File: src/rtl/core/tpdf_pkg.sv
`default_nettype none
// ----------------------------------------------------------------------------
// tpdf_pkg
// Shared types and constants for the touch point delay filter.
// ----------------------------------------------------------------------------
package tpdf_pkg;

	localparam int unsigned CMD_W      = 3;
	localparam int unsigned CFG_IDX_W  = 2;
	localparam int unsigned CFG_DATA_W = 16;
	localparam int unsigned IDLE_W     = 16;
	localparam int unsigned SKIP_W     = 4;
	localparam int unsigned TAIL_W     = 5;

	localparam logic [IDLE_W-1:0] IDLE_LIMIT_RST  = 16'd60;
	localparam logic [SKIP_W-1:0] HEADER_SKIP_RST = 4'd4;
	localparam logic [TAIL_W-1:0] TAIL_DELAY_RST  = 5'd6;

	typedef enum logic [CMD_W-1:0] {
		CMD_X_AXIS     = 3'd0,
		CMD_Y_AXIS     = 3'd1,
		CMD_OTHER_AXIS = 3'd2,
		CMD_TOUCH_KEY  = 3'd3,
		CMD_OTHER_KEY  = 3'd4,
		CMD_OTHER_TYPE = 3'd5,
		CMD_IDLE_TICK  = 3'd6
	} cmd_t;

	typedef enum logic [CFG_IDX_W-1:0] {
		CFG_IDLE_LIMIT  = 2'd0,
		CFG_HEADER_SKIP = 2'd1,
		CFG_TAIL_DELAY  = 2'd2
	} cfg_idx_t;

endpackage
`default_nettype wire

File: src/rtl/core/tpdf_ring.sv
`default_nettype none
// ----------------------------------------------------------------------------
// tpdf_ring
// Point ring: separate x and y halves, one write port, one registered read.
// ----------------------------------------------------------------------------
module tpdf_ring #(
	parameter int DEPTH  = 32,
	parameter int DATA_W = 12
) (
	input  wire logic                     clk,
	input  wire logic                     x_we,
	input  wire logic                     y_we,
	input  wire logic [$clog2(DEPTH)-1:0] wr_addr,
	input  wire logic [DATA_W-1:0]        wr_data,
	input  wire logic                     rd_en,
	input  wire logic [$clog2(DEPTH)-1:0] rd_addr,
	output      logic [DATA_W-1:0]        rd_x,
	output      logic [DATA_W-1:0]        rd_y
);

	logic [DATA_W-1:0] x_mem [DEPTH];
	logic [DATA_W-1:0] y_mem [DEPTH];

	always_ff @(posedge clk) begin
		if (x_we) begin
			x_mem[wr_addr] <= wr_data;
		end
		if (y_we) begin
			y_mem[wr_addr] <= wr_data;
		end
	end

	// read returns contents before this edge's write
	always_ff @(posedge clk) begin
		if (rd_en) begin
			rd_x <= x_mem[rd_addr];
			rd_y <= y_mem[rd_addr];
		end
	end

endmodule
`default_nettype wire

File: src/rtl/core/touch_point_delay_filter_unit.sv
`default_nettype none
// ----------------------------------------------------------------------------
// touch_point_delay_filter_unit
// Turns touch controller events into delayed press/release pointer reports.
// ----------------------------------------------------------------------------
// Every accepted event produces exactly one result, presented in the next
// cycle, and a new event can be taken every cycle unless the output stalls.
// The state update for an event is done in the cycle it is accepted; the
// delayed point is read from the point ring through its registered read port.
// The result register stalls with the output; the input is ready whenever
// the result register is empty or being drained. The ring needs no clearing
// after reset; only points of the current stroke are ever reported.
module touch_point_delay_filter_unit
	import tpdf_pkg::*;
#(
	parameter int RING_DEPTH = 32,
	parameter int COORD_BITS = 12
) (
	input  wire logic clk,
	input  wire logic arst_n,
	// [2:0] command, [COORD_BITS+2:3] coord_value, rest zero
	input  wire logic [((CMD_W+COORD_BITS+7)/8)*8-1:0] s_tdata,
	input  wire logic s_tvalid,
	output      logic s_tready,
	// [0] report_valid, [1] pressed, point_x, point_y, backlight_on, rest zero
	output      logic [((2*COORD_BITS+3+7)/8)*8-1:0] m_tdata,
	output      logic m_tvalid,
	input  wire logic m_tready,
	input  wire logic                  cfg_we,
	input  wire logic [CFG_IDX_W-1:0]  cfg_index,
	input  wire logic [CFG_DATA_W-1:0] cfg_wdata
);

	localparam int AW        = $clog2(RING_DEPTH);
	localparam int HW        = $clog2(RING_DEPTH + 1);
	localparam int CMPW      = (HW > TAIL_W) ? HW : TAIL_W;
	localparam int OUT_RAW   = 2 * COORD_BITS + 3;
	localparam int OUT_W     = ((OUT_RAW + 7) / 8) * 8;
	localparam int RED_STEPS = ((1 << TAIL_W) - 1) / RING_DEPTH;

	// configuration
	logic [IDLE_W-1:0] idle_limit_q;
	logic [SKIP_W-1:0] header_skip_q;
	logic [TAIL_W-1:0] tail_delay_q;

	// tracking state
	logic [AW-1:0]     wi_q;
	logic [HW-1:0]     held_q;
	logic [SKIP_W-1:0] skip_q;
	logic              x_seen_q;
	logic              light_q;
	logic [IDLE_W-1:0] idle_q;

	// result stage
	logic                  valid_s1;
	logic                  rpt_s1;
	logic                  press_s1;
	logic                  light_s1;
	logic                  byp_s1;
	logic [COORD_BITS-1:0] byp_y_s1;

	logic [COORD_BITS-1:0] rd_x;
	logic [COORD_BITS-1:0] rd_y;

	cmd_t                  cmd;
	logic [COORD_BITS-1:0] coord;
	logic                  accept;

	logic [CMPW-1:0]   back_w;
	logic [AW:0]       slot_sum;
	logic [AW-1:0]     slot;
	logic [AW-1:0]     wi_inc;
	logic [HW-1:0]     held_inc;
	logic [IDLE_W-1:0] idle_inc;

	logic              x_we;
	logic              y_we;
	logic              rpt_d;
	logic              press_d;
	logic              end_stroke;
	logic [AW-1:0]     wi_d;
	logic [HW-1:0]     held_d;
	logic [SKIP_W-1:0] skip_d;
	logic              x_seen_d;
	logic              light_d;
	logic [IDLE_W-1:0] idle_d;

	assign cmd      = cmd_t'(s_tdata[CMD_W-1:0]);
	assign coord    = s_tdata[CMD_W+COORD_BITS-1:CMD_W];
	assign s_tready = !valid_s1 || m_tready;
	assign accept   = s_tvalid && s_tready;

	// tail delay modulo ring depth, then the slot that many entries back
	always_comb begin
		back_w = CMPW'(tail_delay_q);
		for (int i = 0; i < RED_STEPS; i++) begin
			if (back_w >= CMPW'(RING_DEPTH)) begin
				back_w = back_w - CMPW'(RING_DEPTH);
			end
		end
		slot_sum = {1'b0, wi_q} + (AW+1)'(RING_DEPTH) - {1'b0, back_w[AW-1:0]};
		if (slot_sum >= (AW+1)'(RING_DEPTH)) begin
			slot_sum = slot_sum - (AW+1)'(RING_DEPTH);
		end
		slot = slot_sum[AW-1:0];
	end

	assign wi_inc   = (wi_q == AW'(RING_DEPTH - 1)) ? '0 : wi_q + 1'b1;
	assign held_inc = (held_q < HW'(RING_DEPTH)) ? held_q + 1'b1 : held_q;
	assign idle_inc = (idle_q != '1) ? idle_q + 1'b1 : idle_q;

	always_comb begin
		x_we       = 1'b0;
		y_we       = 1'b0;
		rpt_d      = 1'b0;
		press_d    = 1'b0;
		end_stroke = 1'b0;
		wi_d       = wi_q;
		held_d     = held_q;
		skip_d     = skip_q;
		x_seen_d   = x_seen_q;
		light_d    = light_q;
		idle_d     = idle_q;
		case (cmd)
			CMD_X_AXIS: begin
				x_we     = 1'b1;
				x_seen_d = 1'b1;
			end
			CMD_Y_AXIS: begin
				if (x_seen_q) begin
					y_we = 1'b1;
					if (skip_q != '0) begin
						skip_d = skip_q - 1'b1;
					end else begin
						held_d = held_inc;
						wi_d   = wi_inc;
						if (CMPW'(held_inc) > CMPW'(tail_delay_q) && light_q) begin
							rpt_d   = 1'b1;
							press_d = 1'b1;
						end
					end
				end
				x_seen_d = 1'b0;
			end
			CMD_TOUCH_KEY: begin
				light_d    = 1'b1;
				idle_d     = '0;
				rpt_d      = CMPW'(held_q) > CMPW'(tail_delay_q);
				end_stroke = 1'b1;
			end
			CMD_OTHER_KEY: begin
				end_stroke = 1'b1;
			end
			CMD_IDLE_TICK: begin
				idle_d = idle_inc;
				if (idle_inc > idle_limit_q) begin
					light_d = 1'b0;
				end
			end
			default: begin
				x_seen_d = 1'b0;
			end
		endcase
		if (end_stroke) begin
			held_d   = '0;
			wi_d     = '0;
			skip_d   = header_skip_q;
			x_seen_d = 1'b0;
		end
	end

	tpdf_ring #(
		.DEPTH  (RING_DEPTH),
		.DATA_W (COORD_BITS)
	) u_ring (
		.clk     (clk),
		.x_we    (accept && x_we),
		.y_we    (accept && y_we),
		.wr_addr (wi_q),
		.wr_data (coord),
		.rd_en   (accept),
		.rd_addr (slot),
		.rd_x    (rd_x),
		.rd_y    (rd_y)
	);

	always_ff @(posedge clk or negedge arst_n) begin
		if (!arst_n) begin
			idle_limit_q  <= IDLE_LIMIT_RST;
			header_skip_q <= HEADER_SKIP_RST;
			tail_delay_q  <= TAIL_DELAY_RST;
		end else if (cfg_we) begin
			case (cfg_idx_t'(cfg_index))
				CFG_IDLE_LIMIT:  idle_limit_q  <= cfg_wdata[IDLE_W-1:0];
				CFG_HEADER_SKIP: header_skip_q <= cfg_wdata[SKIP_W-1:0];
				CFG_TAIL_DELAY:  tail_delay_q  <= cfg_wdata[TAIL_W-1:0];
				default: begin
				end
			endcase
		end
	end

	always_ff @(posedge clk or negedge arst_n) begin
		if (!arst_n) begin
			wi_q     <= '0;
			held_q   <= '0;
			skip_q   <= HEADER_SKIP_RST;
			x_seen_q <= 1'b0;
			light_q  <= 1'b1;
			idle_q   <= '0;
		end else if (accept) begin
			wi_q     <= wi_d;
			held_q   <= held_d;
			skip_q   <= skip_d;
			x_seen_q <= x_seen_d;
			light_q  <= light_d;
			idle_q   <= idle_d;
		end
	end

	always_ff @(posedge clk or negedge arst_n) begin
		if (!arst_n) begin
			valid_s1 <= 1'b0;
		end else if (s_tready) begin
			valid_s1 <= s_tvalid;
		end
	end

	// forward the y half when the delayed slot is the one written this cycle
	always_ff @(posedge clk) begin
		if (accept) begin
			rpt_s1   <= rpt_d;
			press_s1 <= press_d;
			light_s1 <= light_d;
			byp_s1   <= y_we && (slot == wi_q);
			byp_y_s1 <= coord;
		end
	end

	logic [COORD_BITS-1:0] px;
	logic [COORD_BITS-1:0] py;

	assign px       = rpt_s1 ? rd_x : '0;
	assign py       = !rpt_s1 ? '0 : (byp_s1 ? byp_y_s1 : rd_y);
	assign m_tvalid = valid_s1;
	assign m_tdata  = OUT_W'({light_s1, py, px, rpt_s1 && press_s1, rpt_s1});

	a_press_needs_light: assert property (@(posedge clk) disable iff (!arst_n)
		m_tvalid && m_tdata[0] && m_tdata[1] |-> m_tdata[OUT_RAW-1])
		else $error("press reported with backlight off");

	a_held_bound: assert property (@(posedge clk) disable iff (!arst_n)
		held_q <= HW'(RING_DEPTH))
		else $error("held count beyond ring depth");

	a_touch_wakes: assert property (@(posedge clk) disable iff (!arst_n)
		accept && cmd == CMD_TOUCH_KEY |=> light_q && idle_q == '0 && held_q == '0)
		else $error("touch key did not wake backlight or end stroke");

	a_wi_range: assert property (@(posedge clk) disable iff (!arst_n)
		wi_q <= AW'(RING_DEPTH - 1))
		else $error("write index outside ring");

endmodule
`default_nettype wire
File: config.mk
export PLATFORM = sky130hd
export DESIGN_NAME = touch_point_delay_filter_unit
export DESIGN_NICKNAME = d
export VERILOG_FILES = /design/src/rtl/core/tpdf_pkg.sv /design/src/rtl/core/tpdf_ring.sv /design/src/rtl/core/touch_point_delay_filter_unit.sv
export SDC_FILE = /design/constraint.sdc
export NUM_CORES = 1
export LEC_CHECK = 0
export ABC_CLOCK_PERIOD_IN_PS = 8980
export BUFFER_PORTS_ARGS = -buffer_cell sky130_fd_sc_hd__buf_2
export CAP_MARGIN = 0
export CORE_MARGIN = 2
export CORE_UTILIZATION = 58
export CTS_CLUSTER_SIZE = 8
export DETAILED_ROUTE_END_ITERATION = 8
export GPL_TIMING_DRIVEN = 0
export MAX_ROUTING_LAYER = met4
export PLACE_DENSITY = 0.81
export SYNTH_ARGS = -nofsm -noshare
export SYNTH_HDL_FRONTEND = slang
export SYNTH_SLANG_ARGS = --single-unit
File: constraint.sdc
create_clock -name clk -period 8.98 [get_ports clk]
set_input_delay 0.449 -clock clk [delete_from_list [all_inputs] [get_ports clk]]
set_output_delay 0.449 -clock clk [all_outputs]
set_load 0.02 [all_outputs]
==> impl_metrics.json, run 1 <==
{
  "worst_slack_ns": 4.759,
  "multiInputGateArea_sq_um": 8785,
  "min_to": "idle_limit_q[3]",
  "gp_congestion": 0.8568,
  "pre_cts_slack_ns": 4.968,
  "antenna_found_initial": 1,
  "yosysWarnings": 0,
  "critPathMaxFanout": 10,
  "syn_avg_cell_area_sq_um": 19.62,
  "slew_headroom": 0.04491,
  "rrSetupSlack_ns": 4.76,
  "min_from": "cfg_wdata[3]",
  "peakVddDrop_mv": 0.2054,
  "synthArstFlopShare": 0.06805,
  "drt-initial-drc-count": 2505,
  "antenna_cells": 0,
  "core_area_sq_um": 60130,
  "synth_cells": 1793,
  "synth_compound_area_frac": 0.03236,
  "slew_viol_final": 0,
  "cts.root.buffer_cell": "clkbuf_16",
  "fin_util": 0.6639,
  "grt.total_usage": 0.2838,
  "synth_area_sq_um": 35180,
  "synth_cell_types": 60,
  "clk_latency_ns": 0.67,
  "clock_skew_ns": 0.02521,
  "grt_pass1_wl_microns": 125100,
  "cts_sinks": 867,
  "leakagePower_nw": 13.39,
  "seqCellArea_sq_um": 25750,
  "synth_top_cells_by_area": "edfxtp_1, mux4_2, dfrtp_1",
  "fmax_ghz": 0.2369,
  "worst-endpoint-arrival_ns": 4.59,
  "placed_cell_area_sq_um": 36560,
  "die_h_microns": 250.3,
  "ff2ff_path_depth": 10,
  "start_util": 0.5850,
  "rr_startpoint": "wi_q[0]",
  "htreeDepth": 3,
  "max_cap_violations": 0,
  "wl_microns": 84640,
  "cts_tree": "built",
  "fillCellCount": 3688,
  "postCtsSetupBuffers": 0,
  "crit_type": "register to register",
  "synth-xor-area-share": 0.006829,
  "rsz0062_at_grt": "no",
  "period_share": 0.4700,
  "ys_seq_area_frac": 0.7320,
  "cts_resized": 0,
  "cts_hold_buf": 13,
  "r2r-end": "u_ring.rd_x[0]",
  "row_count": 90,
  "die_width_microns": 250.3,
  "worst_hold_path_type": "input port to register",
  "finalCriticalPeriod_ns": 4.221,
  "viasPerCell": 6.669,
  "detailroute.via_count": 18848,
  "hold_viol": 0,
  "whs_path_depth": 3,
  "design_area_sq_um": 39920,
  "antenna_left": 0,
  "synthMuxAreaShare": 0.1597,
  "dieArea_sq_um": 62640,
  "power_density_nw_per_um2": 331.5,
  "io_pins": 73,
  "detail_route.wl_per_cell_microns": 29.95,
  "drc": 0,
  "drtPass1Iterations": 6,
  "ys.flop_type": "edfxtp_1",
  "synth_top_area_share": 0.6897,
  "fin_nets": 2080,
  "synth_top_area_cell": "edfxtp_1",
  "critPathCaptureType": "register",
  "max_slew.worst_pin.slew_ns": 1.427,
  "dpl.hpwl_microns": 49370,
  "layout-drive-gt1-share": 0.2701,
  "synth_simple_gate_area_share": 0.03574,
  "synth_fa_ha_area_frac": 0.01408,
  "final-setup-viol-count": 0,
  "fin_tns_setup_ns": 0,
  "synth_top_family_by_area": "multiplexers",
  "fin_cells": 2826,
  "clk_pin_slew_worst_paths_ns": 0.05,
  "cts_buffers": 118,
  "grt_overflow": 0,
  "dp_cells": 2648,
  "grt_max_degree": 66,
  "status": "complete, no violations",
  "cp.required_ns": 9.35,
  "grt_pass1_vias": 19476,
  "ys_ff_latch": 867,
  "cp-start-kind": "register",
  "area_delta_synth_final_pct": 13.48,
  "clk_path_buf_depth": 3,
  "io_buffer_count": 65,
  "synth_edf_count": 808
}
## stage by stage
step	power, mW	hold WS, ns
floorplan	7.756	0.1534
global placement	9.048	0.4752
detailed placement	9.165	0.4923
CTS	13.18	0.01903
global route	13.58	0.06071
finish	13.23	0.03982
## report_power, final
group          switching [mW]  total (mW)  leakage, nW  internal, mW
Clock                    1.58        3.96         1.55          2.38
Combinational            2.65        4.58         3.83          1.93
Sequential             0.0735        4.69         8.02          4.62
## area by class of cell
class	instances	share of cell area
Sequential cell	867	0.6450
Multi-Input combinational cell	797	0.2200
Buffer	99	0.01370
Tap cell	782	0.02451
Timing Repair Buffer	85	0.01366
Clock inverter	6	0.001285
Clock buffer	156	0.07860
Inverter	34	0.003197
## synth_stat cells, drive strengths merged (3+ instances only)
library cell  instances
or2                   6
o21a                  6
a21oi                15
and2                 15
a221oi               24
a21o                  5
nand3b                4
mux2i                63
nand2                68
dfrtp                50
clkbuf               38
o31ai                11
nor2                 81
mux2                 59
mux4                192
nand4                 8
nor3b                 3
o21ai                45
nand2b               10
nor3                  9
nand3                17
and3                 11
ha                   38
edfxtp              808
xor2                  9
or3                   5
buf                  61
dfstp                 9
o22ai                27
nor2b                21
inv                  34
xnor2                15
a211oi                4
a31oi                 5
## state kept, by name (all words and copies together) (netlist names), 4 cells and up
name           cells
wi_q               5
idle_q            16
held_q             6
u_ring.rd_y       12
u_ring.y_mem     384
header_skip_q      4
u_ring.x_mem     384
skip_q             4
u_ring.rd_x       12
tail_delay_q       5
idle_limit_q      16
byp_y_s1          12
## layer usage
| layer | wire length (microns) | GRT usage | vias to the layer above |
|---|---|---|---|
| li1 | - | - | 7641 |
| met1 | 31480 | 0.3718 | 9796 |
| met2 | 41100 | 0.4361 | 1206 |
| met3 | 8312 | 0.05643 | 205 |
| met4 | 3755 | 0.1309 | 0 |
| met5 | 0 | - | - |
## logic make-up after synthesis
logic type | count (synthesis)
flops | 867
mux | 314
simple gates | 262
compound gates | 152
buf+inv | 133
fa+ha+maj | 39
xor+xnor | 25
other cells | 1
## worst max-delay path: stages (launching register included)
cell and delay [ns]:
dfrtp_1 0.47, inv_1 0.15, ha_1 0.21, inv_1 0.07, fa_1 0.63, buf_4 0.24, clkbuf_1 0.68, buf_2 0.50
mux4_2 0.37, mux2i_1 0.42, a221oi_1 0.16
## placed cells by master (no fill, tap or decap), types with 9 or more instances in the layout
| cell type | netlist | layout |
|---|---|---|
| ha_1 | 38 | 38 |
| o21ai_0 | 43 | 43 |
| nand2_1 | 68 | 68 |
| nor2b_1 | 21 | 21 |
| buf_6 | 8 | 12 |
| a21oi_1 | 13 | 13 |
| nand3_1 | 17 | 17 |
| buf_2 | 29 | 91 |
| clkbuf_16 | 0 | 120 |
| nand2b_1 | 10 | 10 |
| mux2_2 | 59 | 59 |
| dfrtp_1 | 50 | 50 |
| xnor2_1 | 15 | 15 |
| nor2_1 | 81 | 79 |
| and2_1 | 14 | 14 |
| and3_1 | 11 | 11 |
| clkbuf_1 | 37 | 73 |
| dlygate4sd3_1 | 0 | 14 |
| edfxtp_1 | 808 | 808 |
| mux4_2 | 192 | 192 |
| o31ai_1 | 11 | 11 |
| mux2i_1 | 63 | 63 |
| o22ai_1 | 27 | 27 |
| buf_4 | 20 | 24 |
| inv_1 | 34 | 33 |
| dfstp_2 | 9 | 9 |
| a221oi_2 | 21 | 21 |
## how the worst max path moves through the flow
stage	from	slack [ns]	cells past startpoint	to
global route	wi_q[0]	4.67	10	u_ring.rd_x[0]
detailed placement	wi_q[0]	4.97	10	u_ring.rd_x[1]
global placement	m_tready	3.78	7	u_ring.y_mem[7][9]
CTS	wi_q[0]	4.91	10	u_ring.rd_x[1]
floorplan	m_tready	5.47	6	u_ring.y_mem[7][0]
finish	wi_q[0]	4.76	10	u_ring.rd_x[0]
Note: power is estimated with default switching activity, not from simulation.
==> run 2: changes to the inputs <==
--- a/config.mk
+++ b/config.mk
@@ -5,7 +5,7 @@
 export SDC_FILE = /design/constraint.sdc
 export NUM_CORES = 1
 export LEC_CHECK = 0
-export ABC_CLOCK_PERIOD_IN_PS = 8980
+export ABC_CLOCK_PERIOD_IN_PS = 4400
 export BUFFER_PORTS_ARGS = -buffer_cell sky130_fd_sc_hd__buf_2
 export CAP_MARGIN = 0
 export CORE_MARGIN = 2
==> constraint.sdc (replaced) <==
create_clock -name clk -period 4.4 [get_ports clk]
set_input_delay 0.22 -clock clk [delete_from_list [all_inputs] [get_ports clk]]
set_output_delay 0.22 -clock clk [all_outputs]
set_load 0.02 [all_outputs]
==> impl_metrics.json, run 2 (same netlist as run 1, synthesis figures left out) <==
{
  "status": "complete, no violations",
  "cts_buffers": 118,
  "hold_viol": 0,
  "rsz0062_at_grt": "no",
  "placed_cell_area_sq_um": 36560,
  "layout_commonest_cell": "edfxtp_1",
  "fin_cells": 2835,
  "seqCellArea_sq_um": 25750,
  "gp_congestion": 0.8568,
  "cts_resized": 0,
  "design_area_sq_um": 40010,
  "p_seq_frac": 0.355,
  "cts.root.buffer_cell": "clkbuf_16",
  "final-setup-viol-count": 0,
  "max_cap_violations": 0,
  "critPathCaptureType": "register",
  "layout-drive-gt1-share": 0.2689,
  "slew_viol_final": 0,
  "cp.required_ns": 4.77,
  "period_share": 0.9499,
  "swShare": 0.3245,
  "grt_overflow": 0,
  "drt-initial-drc-count": 2448,
  "path_cells": "inv_1 -> ha_1 -> inv_1 -> fa_1 -> buf_4 -> clkbuf_1 -> buf_2 -> mux4_2 -> mux2i_1 -> a221oi_1",
  "worst_hold_path_type": "input port to register",
  "detail_route.wl_per_cell_microns": 29.87,
  "leakagePower_nw": 13.43,
  "fin_nets": 2089,
  "drtPass1Iterations": 6,
  "die_width_microns": 250.3,
  "dp_cells": 2648,
  "clk_pin_slew_worst_paths_ns": 0.05,
  "grt_pass1_wl_microns": 125300,
  "slew_headroom": 0.04632,
  "max_slew.worst_pin.slew_ns": 1.431,
  "area_delta_synth_final_pct": 13.74,
  "cts_sinks": 867,
  "grt_max_degree": 66,
  "antenna_cells": 0,
  "cpMaxStageDelayCell": "clkbuf_1",
  "cts_tree": "built",
  "power_mw": 26.98,
  "fillCellCount": 3670,
  "antenna_found_initial": 1,
  "postCtsSetupBuffers": 0,
  "multiInputGateArea_sq_um": 8785,
  "slowest_delay_ns": 0.68,
  "power_frac_comb": 0.346,
  "dieArea_sq_um": 62640,
  "io_buffer_count": 65,
  "clk_path_buf_depth": 3,
  "grt.total_usage": 0.2842,
  "wl_microns": 84680,
  "row_count": 90,
  "crit_family": "buffers and inverters",
  "crit_top_cell": "inv_1",
  "grt_pass1_vias": 19540,
  "htreeDepth": 3,
  "finalCriticalPeriod_ns": 4.180,
  "critPathBufInv": 5,
  "viasPerCell": 6.673,
  "dpl.hpwl_microns": 49370,
  "antenna_left": 0,
  "power_density_nw_per_um2": 674.4,
  "peakVddDrop_mv": 0.4194,
  "clk_latency_ns": 0.67,
  "hold-worst-slack_ns": 0.05456,
  "io_pins": 73,
  "top_regs": "u_ring.x_mem: 384 flops, u_ring.y_mem: 384 flops",
  "drc": 0,
  "fin_tns_setup_ns": 0,
  "p_int_mw": 18.23,
  "critPathMaxFanout": 10,
  "cp-start-kind": "register",
  "detailroute.via_count": 18919,
  "power_switching_mw": 8.756,
  "die_h_microns": 250.3,
  "clkPwrFrac": 0.299,
  "worst-endpoint-arrival_ns": 4.55,
  "fmax_ghz": 0.2393,
  "worst_slack_ns": 0.2203,
  "crit_type": "register to register",
  "clock_skew_ns": 0.02529,
  "core_area_sq_um": 60130,
  "fin_util": 0.6654,
  "start_util": 0.5850,
  "pre_cts_slack_ns": 0.3885,
  "final_cell_mix": "edfxtp_1, mux4_2, clkbuf_16"
}
run 2: area by class of cell:
type                       count  share of cell area
buffer                        99             0.01366
clock buffer                 156             0.07842
clock inverter                 6            0.001282
inverter                      34            0.003189
multi-input combinational    797              0.2195
sequential                   867              0.6436
tap                          782             0.02445
timing repair buffer          94             0.01588
run 2: per-layer routing:
layer / vias up / part of all wire / track usage
li1: 7664 / - / -
met1: 9745 / 0.36 / 0.3720
met2: 1312 / 0.49 / 0.4368
met3: 198 / 0.11 / 0.05664
met4: 0 / 0.044 / 0.1316
met5: - / 0 / -
run 2: tightest hold or removal path, cell delays in order:
cell	delay, ns
buf_2	0.14
nor2_1	0.09
o22ai_1	0.08
nand2_1	0.07
run 2: repair_timing:
action	4_1_cts	5_1_grt
setup endpoints to repair	0	0
endpoints found under the hold margin	78	0
hold buffers	23	0
run 2: power groups by stage:
stage	clock network, mW	registers (mW)	logic, mW
6_report	8.07	9.57	9.35
5_1_grt	8.45	9.58	9.70
4_1_cts	8.10	9.56	9.24
3_5_place_dp	0	9.71	8.99
3_3_place_gp	0	9.70	8.77
2_1_floorplan	0	9.65	6.18
run 2: final timing paths:
path / start / endpoint / slack [ns] / cells past startpoint
min reg2reg: skip_q[2] / skip_q[2] / 0.50 / 2
min: s_tdata[2] / light_s1 / 0.05 / 4
min in group asynchronous: arst_n / wi_q[1] / 0.17 / 2
max: wi_q[0] / u_ring.rd_x[0] / 0.22 / 10
max reg2reg: wi_q[0] / u_ring.rd_x[0] / 0.22 / 10
max in group asynchronous: arst_n / idle_q[12] / 3.71 / 2
